### src/sv/anchor_decode_nms_defines.svh
// assertion macros for the anchor decode and suppression block
// used by the top level only; ASSERT_OFF removes every check
`ifndef ANCHOR_DECODE_NMS_DEFINES_SVH
`define ANCHOR_DECODE_NMS_DEFINES_SVH
`ifndef ASSERT_OFF
`define ADNMS_ASSERT(lbl, prop, msg) \
  lbl: assert property (@(posedge clk) disable iff (!rst_n) prop) else $error(msg);
`define ADNMS_ASSERT_ALWAYS(lbl, prop, msg) \
  lbl: assert property (@(posedge clk) prop) else $error(msg);
`else
`define ADNMS_ASSERT(lbl, prop, msg)
`define ADNMS_ASSERT_ALWAYS(lbl, prop, msg)
`endif
`endif

### src/sv/adnms_pkg.sv
// shared types and constants for the anchor decode and suppression block
// no dependencies
`default_nettype none
package adnms_pkg;

  localparam int FLD_W       = 16;
  localparam int IDX_W       = 12;
  localparam int IN_TDATA_W  = 112;
  localparam int OUT_TDATA_W = 96;
  localparam int OUT_TUSER_W = 2;

  typedef enum logic [13:0] {
    ST_COLLECT = 14'b00000000000001,
    ST_WAIT    = 14'b00000000000010,
    ST_I_CHK   = 14'b00000000000100,
    ST_J_CHK   = 14'b00000000001000,
    ST_RD      = 14'b00000000010000,
    ST_P1      = 14'b00000000100000,
    ST_P2      = 14'b00000001000000,
    ST_P3      = 14'b00000010000000,
    ST_DEC     = 14'b00000100000000,
    ST_E_CHK   = 14'b00001000000000,
    ST_E_RD    = 14'b00010000000000,
    ST_E_LD    = 14'b00100000000000,
    ST_E_NONE  = 14'b01000000000000,
    ST_CLEAR   = 14'b10000000000000
  } adnms_state_t;

  typedef struct packed {
    logic accept_en;
    logic i_clr;
    logic i_inc;
    logic j_set;
    logic j_inc;
    logic drop_i;
    logic drop_j;
    logic load_box;
    logic load_none;
    logic frame_clr;
  } adnms_cmd_t;

  typedef struct packed {
    logic fin_acc;
    logic i_end;
    logic j_end;
    logic kept_i;
    logic kept_j;
    logic overlap;
    logic score_lt;
    logic any_kept;
    logic last_i;
    logic out_free;
  } adnms_sts_t;

endpackage
`default_nettype wire

### src/sv/adnms_ctrl.sv
// controller: collection, pairwise suppression sequencing and emission
// depends on adnms_pkg
`default_nettype none
module adnms_ctrl (
  input  wire logic                clk,
  input  wire logic                rst_n,
  input  wire adnms_pkg::adnms_sts_t sts,
  output adnms_pkg::adnms_cmd_t    cmd
);
  adnms_pkg::adnms_state_t state_r, state_nxt;

  always_ff @(posedge clk) begin
    if (!rst_n) begin
      state_r <= adnms_pkg::ST_COLLECT;
    end else begin
      state_r <= state_nxt;
    end
  end

  always_comb begin
    state_nxt = state_r;
    cmd       = '0;
    case (state_r)
      adnms_pkg::ST_COLLECT: begin
        cmd.accept_en = 1'b1;
        if (sts.fin_acc) begin
          cmd.i_clr = 1'b1;
          state_nxt = adnms_pkg::ST_WAIT;
        end
      end
      adnms_pkg::ST_WAIT: state_nxt = adnms_pkg::ST_I_CHK;
      adnms_pkg::ST_I_CHK: begin
        if (sts.i_end) begin
          cmd.i_clr = 1'b1;
          state_nxt = sts.any_kept ? adnms_pkg::ST_E_CHK : adnms_pkg::ST_E_NONE;
        end else if (!sts.kept_i) begin
          cmd.i_inc = 1'b1;
        end else begin
          cmd.j_set = 1'b1;
          state_nxt = adnms_pkg::ST_J_CHK;
        end
      end
      adnms_pkg::ST_J_CHK: begin
        if (sts.j_end) begin
          cmd.i_inc = 1'b1;
          state_nxt = adnms_pkg::ST_I_CHK;
        end else if (!sts.kept_j) begin
          cmd.j_inc = 1'b1;
        end else begin
          state_nxt = adnms_pkg::ST_RD;
        end
      end
      adnms_pkg::ST_RD: state_nxt = adnms_pkg::ST_P1;
      adnms_pkg::ST_P1: state_nxt = adnms_pkg::ST_P2;
      adnms_pkg::ST_P2: state_nxt = adnms_pkg::ST_P3;
      adnms_pkg::ST_P3: state_nxt = adnms_pkg::ST_DEC;
      adnms_pkg::ST_DEC: begin
        if (sts.overlap && sts.score_lt) begin
          cmd.drop_i = 1'b1;
          cmd.i_inc  = 1'b1;
          state_nxt  = adnms_pkg::ST_I_CHK;
        end else begin
          cmd.drop_j = sts.overlap;
          cmd.j_inc  = 1'b1;
          state_nxt  = adnms_pkg::ST_J_CHK;
        end
      end
      adnms_pkg::ST_E_CHK: begin
        if (sts.i_end) begin
          state_nxt = adnms_pkg::ST_CLEAR;
        end else if (!sts.kept_i) begin
          cmd.i_inc = 1'b1;
        end else begin
          state_nxt = adnms_pkg::ST_E_RD;
        end
      end
      adnms_pkg::ST_E_RD: state_nxt = adnms_pkg::ST_E_LD;
      adnms_pkg::ST_E_LD: begin
        if (sts.out_free) begin
          cmd.load_box = 1'b1;
          if (sts.last_i) begin
            state_nxt = adnms_pkg::ST_CLEAR;
          end else begin
            cmd.i_inc = 1'b1;
            state_nxt = adnms_pkg::ST_E_CHK;
          end
        end
      end
      adnms_pkg::ST_E_NONE: begin
        if (sts.out_free) begin
          cmd.load_none = 1'b1;
          state_nxt     = adnms_pkg::ST_CLEAR;
        end
      end
      adnms_pkg::ST_CLEAR: begin
        cmd.frame_clr = 1'b1;
        state_nxt     = adnms_pkg::ST_COLLECT;
      end
      default: state_nxt = adnms_pkg::ST_COLLECT;
    endcase
  end
endmodule
`default_nettype wire

### config.mk
export PLATFORM = sky130hd
export DESIGN_NAME = adnms_ctrl
export DESIGN_NICKNAME = d
export VERILOG_FILES = /design/src/sv/anchor_decode_nms_defines.svh /design/src/sv/adnms_pkg.sv /design/src/sv/adnms_ctrl.sv
export SDC_FILE = /design/constraint.sdc
export NUM_CORES = 1
export LEC_CHECK = 0
export BUFFER_PORTS_ARGS = -buffer_cell sky130_fd_sc_hd__buf_2
export CORE_MARGIN = 4
export CORE_UTILIZATION = 54
export CTS_CLUSTER_DIAMETER = 120
export DETAILED_ROUTE_END_ITERATION = 7
export PLACE_DENSITY = 0.82
export SLEW_MARGIN = 20
export SYNTH_ARGS = -nofsm -noshare
export SYNTH_HDL_FRONTEND = slang
export SYNTH_SLANG_ARGS = --single-unit
### constraint.sdc
create_clock -name clk -period 2.1 [get_ports clk]
set_input_delay 0.21 -clock clk [delete_from_list [all_inputs] [get_ports clk]]
set_output_delay 0.21 -clock clk [all_outputs]
set_load 0.01 [all_outputs]
; ---- Yosys cells after proc, flatten, opt, wreduce, memory -nomap -nowiden
; Cells that the tools add are included.
[word_totals]
romBits = 0
ff_bits = 14
word_cells = 60
out_inout_bits = 10
ram_bits = 0
latchBits = 0
mem_count = 0
[classes]
shifts = 0
div = 0
muxes = 37
magnitude_cmp = 0
n_eq_ne = 20
mul = 0
add_sub_neg = 0
n_reduce_logical = 2
n_bitwise = 0
[ops]
columns = op, n
row1 = case mux 14 bit (13 select lines), 1
row2 = two-way mux 14 bit, 10
row3 = two-way mux 1 bit, 19
row4 = == test 14 x 1 -> 1 bit (second input constant), 1
row5 = == test 14 x 10 -> 1 bit (second input constant), 1
row6 = == test 14 x 11 -> 1 bit (second input constant), 1
row7 = == test 14 x 12 -> 1 bit (second input constant), 1
row8 = == test 14 x 13 -> 1 bit (second input constant), 1
row9 = == test 14 bit (second input constant), 1
row10 = == test 14 x 2 -> 1 bit (second input constant), 1
row11 = == test 14 x 3 -> 1 bit (second input constant), 1
row12 = == test 14 x 4 -> 1 bit (second input constant), 1
row13 = == test 14 x 5 -> 1 bit (second input constant), 1
row14 = == test 14 x 6 -> 1 bit (second input constant), 1
row15 = == test 14 x 7 -> 1 bit (second input constant), 1
row16 = == test 14 x 8 -> 1 bit (second input constant), 1
row17 = == test 14 x 9 -> 1 bit (second input constant), 1
row18 = two-way mux 13 bit, 1
row19 = != test 3 bit (second input constant), 3
row20 = != test 2 bit (second input constant), 3
row21 = AND reduction 6 bit, 1
row22 = case mux 1 bit (5 select lines), 1
row23 = two-way mux 2 bit, 2
row24 = two-way mux 4 bit, 1
row25 = 2 further kinds, 3

; ---- Depth between registers and ports, before layout
[depth]
word_depth = 3
depth_mapped = 8
ltp_nobuf = 5

; ---- Worst setup path after synthesis
; Ideal clock, no wire load.
[synth_timing]
path_kind = register to output
start = register state_r[5]
end = output port cmd[7] (netlist bit)
t_arrival_ns = 1.719
n_path_buf = 2
setup_slack_ns = 0.171
path_stages_with_launch = 8
cell_sequence = dfxtp_1 buf_6 or4_4 buf_6 nor4_4 and2_2 a21oi_1 nand2_1
[synth_lines]
columns = item, line_no
row1 = start: declaration, adnms_ctrl.sv:10  ; adnms_pkg::adnms_state_t state_r, state_nxt;
row2 = start signal: assignment, adnms_ctrl.sv:14  ; state_r <= adnms_pkg::ST_COLLECT;
row3 = start signal: assignment, adnms_ctrl.sv:16  ; state_r <= state_nxt;
row4 = end: declaration, adnms_ctrl.sv:8  ; output adnms_pkg::adnms_cmd_t cmd

==> metrics.txt <==
Worst setup EP type primary output; Die W 54.4 µm; Layout Nets 196; Worst Max-Slew Pin Slew 377 ps; Unique masters post-synth 48; vias in the first global route 1,125; Hold WS 170 ps; clock buffer count from CTS 3; clk sinks 14; Warnings, synthesis 0; diode count 0; Mean Syn Cell Area 8.32 µm²; Biggest register state_r; Achievable Freq 463 MHz; Post-DP Area 1310 µm²; Initial Utilization 58.2%; Largest regs state_r x14; area occupied by multi-input gates 845 µm²; VDD IR-drop max 781 µV; Congestion Overflow GR 0; Clock Tree Root clkbuf_4; main flop type after synthesis dfxtp_1; power per cell area 730 nW/µm²; Final ANT Viol Nets 0; layout cells sized above 1 47.5%; met1 Use GR 31.5%; first-pass GRT wire length 5470 µm; Setup TNS Final -182 ps; gr usage total 26.1%; CP Max Fanout 4; area leader, netlist dfxtp_1; worst min path class in -> reg; H-tree depth 1; Fillers 133; num ports 22; Core Area 2000 µm²; top cells by area, synth dfxtp_1 24%, buf_6 5.8%, nor3_1 4.7%, nor2_1 4.2%, nor4_4 3.7%; Area Growth Syn to Fin 34.2%; Reg clk slew, reported paths 100 ps; drt first-iter violations 61; max-slew violations 0; clock buffer depth 2; syn_nets 152; Pre-antenna DRT Iters 4; initial antenna violation count 0; min Tclk post-route 2160 ps; GPL Wtd Cong 0.937; total leakage power 0.000683 µW; Setup CP Type reg -> out; CP required 1890 ps; Design Area, Final 1560 µm²; met2 Use GR 43.8%; TritonCTS clock tree built; failing checks negative setup slack; Clock Latency Late Sink 290 ps; Post-synth EDFFs 0; die height 54.4 µm; worst setup margin -58.4 ps; mapped cell area 1160 µm²; run status complete, but fails checks; area share of the largest cell type after synthesis 24.1%; Sequential Area 295 µm²; Top Usage Layer GRT met2; DP Wirelength 2350 µm; Synth async-reset ratio 0%; detailed-route via count 1,336; Site Rows 16; Seq/Total Area, Yosys 24.1%; Port Buffers 21; Vias/cell 6.36; unrepaired setup endpoints after global routing yes; Final setup violation count 4; max FFs per register 14; Routed WL 3660 µm; cells after synthesis 140; worst clock skew 9.77 ps; Hold Vio Cnt, Final 0; WL/cell 17.4 µm; drt drc 0; Final period util 103%; M3 GR Usage 4.63%; crit path launch type register; CP arrival 1950 ps; Seq cells post-synth 14; Max Cap Violations 0; Die ar. 2960 µm²; slew margin rel. 74.7%; largest net degree at the start of global routing 12
[synth_stat cells (all sizes together), types with 2 or more instances]
cell     number
dfxtp        14
nor3         14
nor2         13
buf           9
inv           8
o21ai         8
nand2         7
a21oi         6
nand3         6
nor4          6
or4           6
nand4         4
nand4b        4
or3           4
xor2          4
nor3b         3
nor4b         3
a2111oi       2
and2          2
and3          2
or4b          2
[final timing paths]
kind,depth (start not counted),slack [ps],to,startpoint
worst max register to register,6,30,state_r[0],state_r[3]
worst max-delay path,6,-60,cmd[7],state_r[4]
worst min-delay path,2,170,state_r[4],sts[7]
worst min register to register,2,570,state_r[11],state_r[11]
[per-stage QoR]
stage,cells,power [µW],setup WS [ps],util (%)
finish,210,1140,-58.4,78.1
global route,210,1200,-137,78.1
CTS,204,1040,-40.6,74.8
detailed placement,192,772,-31.4,65.6
global placement,192,758,-7.73,65.6
floorplan,140,669,171,-
[final cells by class]
type                            count  area share, %
Sequential cell                    14           18.9
Inverter                            8           1.92
Tap cell                           27           2.16
Clock buffer                        4           2.32
Multi-Input combinational cell    109           54.0
Timing Repair Buffer               48           20.7
[kinds of logic (layout without fill, tap and decap cells)]
logic type      count (synthesis)  count (layout)  synth area share (%)
buf+inv                        17              60                  10.1
simple gates                   78              78                  45.3
compound gates                 26              26                  16.8
flops                          14              14                  24.1
xor+xnor                        5               5                  3.76
[repair_timing]
| item | in CTS | in global routing |
|---|---|---|
| resized for setup | 24 | 5 |
| setup buffers | 8 | 6 |
| hold buffers | 0 | 0 |
| endpoints found under the setup margin | 16 | 10 |
| cloned | 0 | 0 |
| pin swaps | 10 | 4 |
[cell usage in the layout, fill, tap and decap left out, types with 4 or more instances in the layout]
master / Yosys / routed
nand4_1: 4 / 4
buf_4: 2 / 23
dfxtp_2: 0 / 6
o21ai_0: 7 / 7
nand4b_1: 4 / 4
xor2_1: 4 / 4
inv_1: 7 / 7
nand2_1: 7 / 7
dfxtp_1: 14 / 6
nand3_1: 6 / 4
buf_2: 1 / 21
buf_6: 6 / 4
a21oi_1: 6 / 4
nor2_1: 13 / 13
nor3_1: 11 / 10
[critical path: stages, from the launching register on]
cell	delay (ps)
dfxtp_2	340
or4_4	600
nor4_4	300
and2_4	190
a21oi_2	50
nand2_1	60
buf_2	120
[layer usage]
layer	up-vias	wire length [µm]	part of all wire (%)
li1	617	-	-
met1	618	1450	40
met2	84	1790	49
met3	17	283	7.7
met4	0	139	3.8
met5	-	0	0
[where the power goes]
| part | internal (µW) | switching, µW |
|---|---|---|
| Sequential | 298 | 69.3 |
| Combinational | 297 | 274 |
| Clock | 106 | 97.3 |
Power figures use the tool's default switching activity.
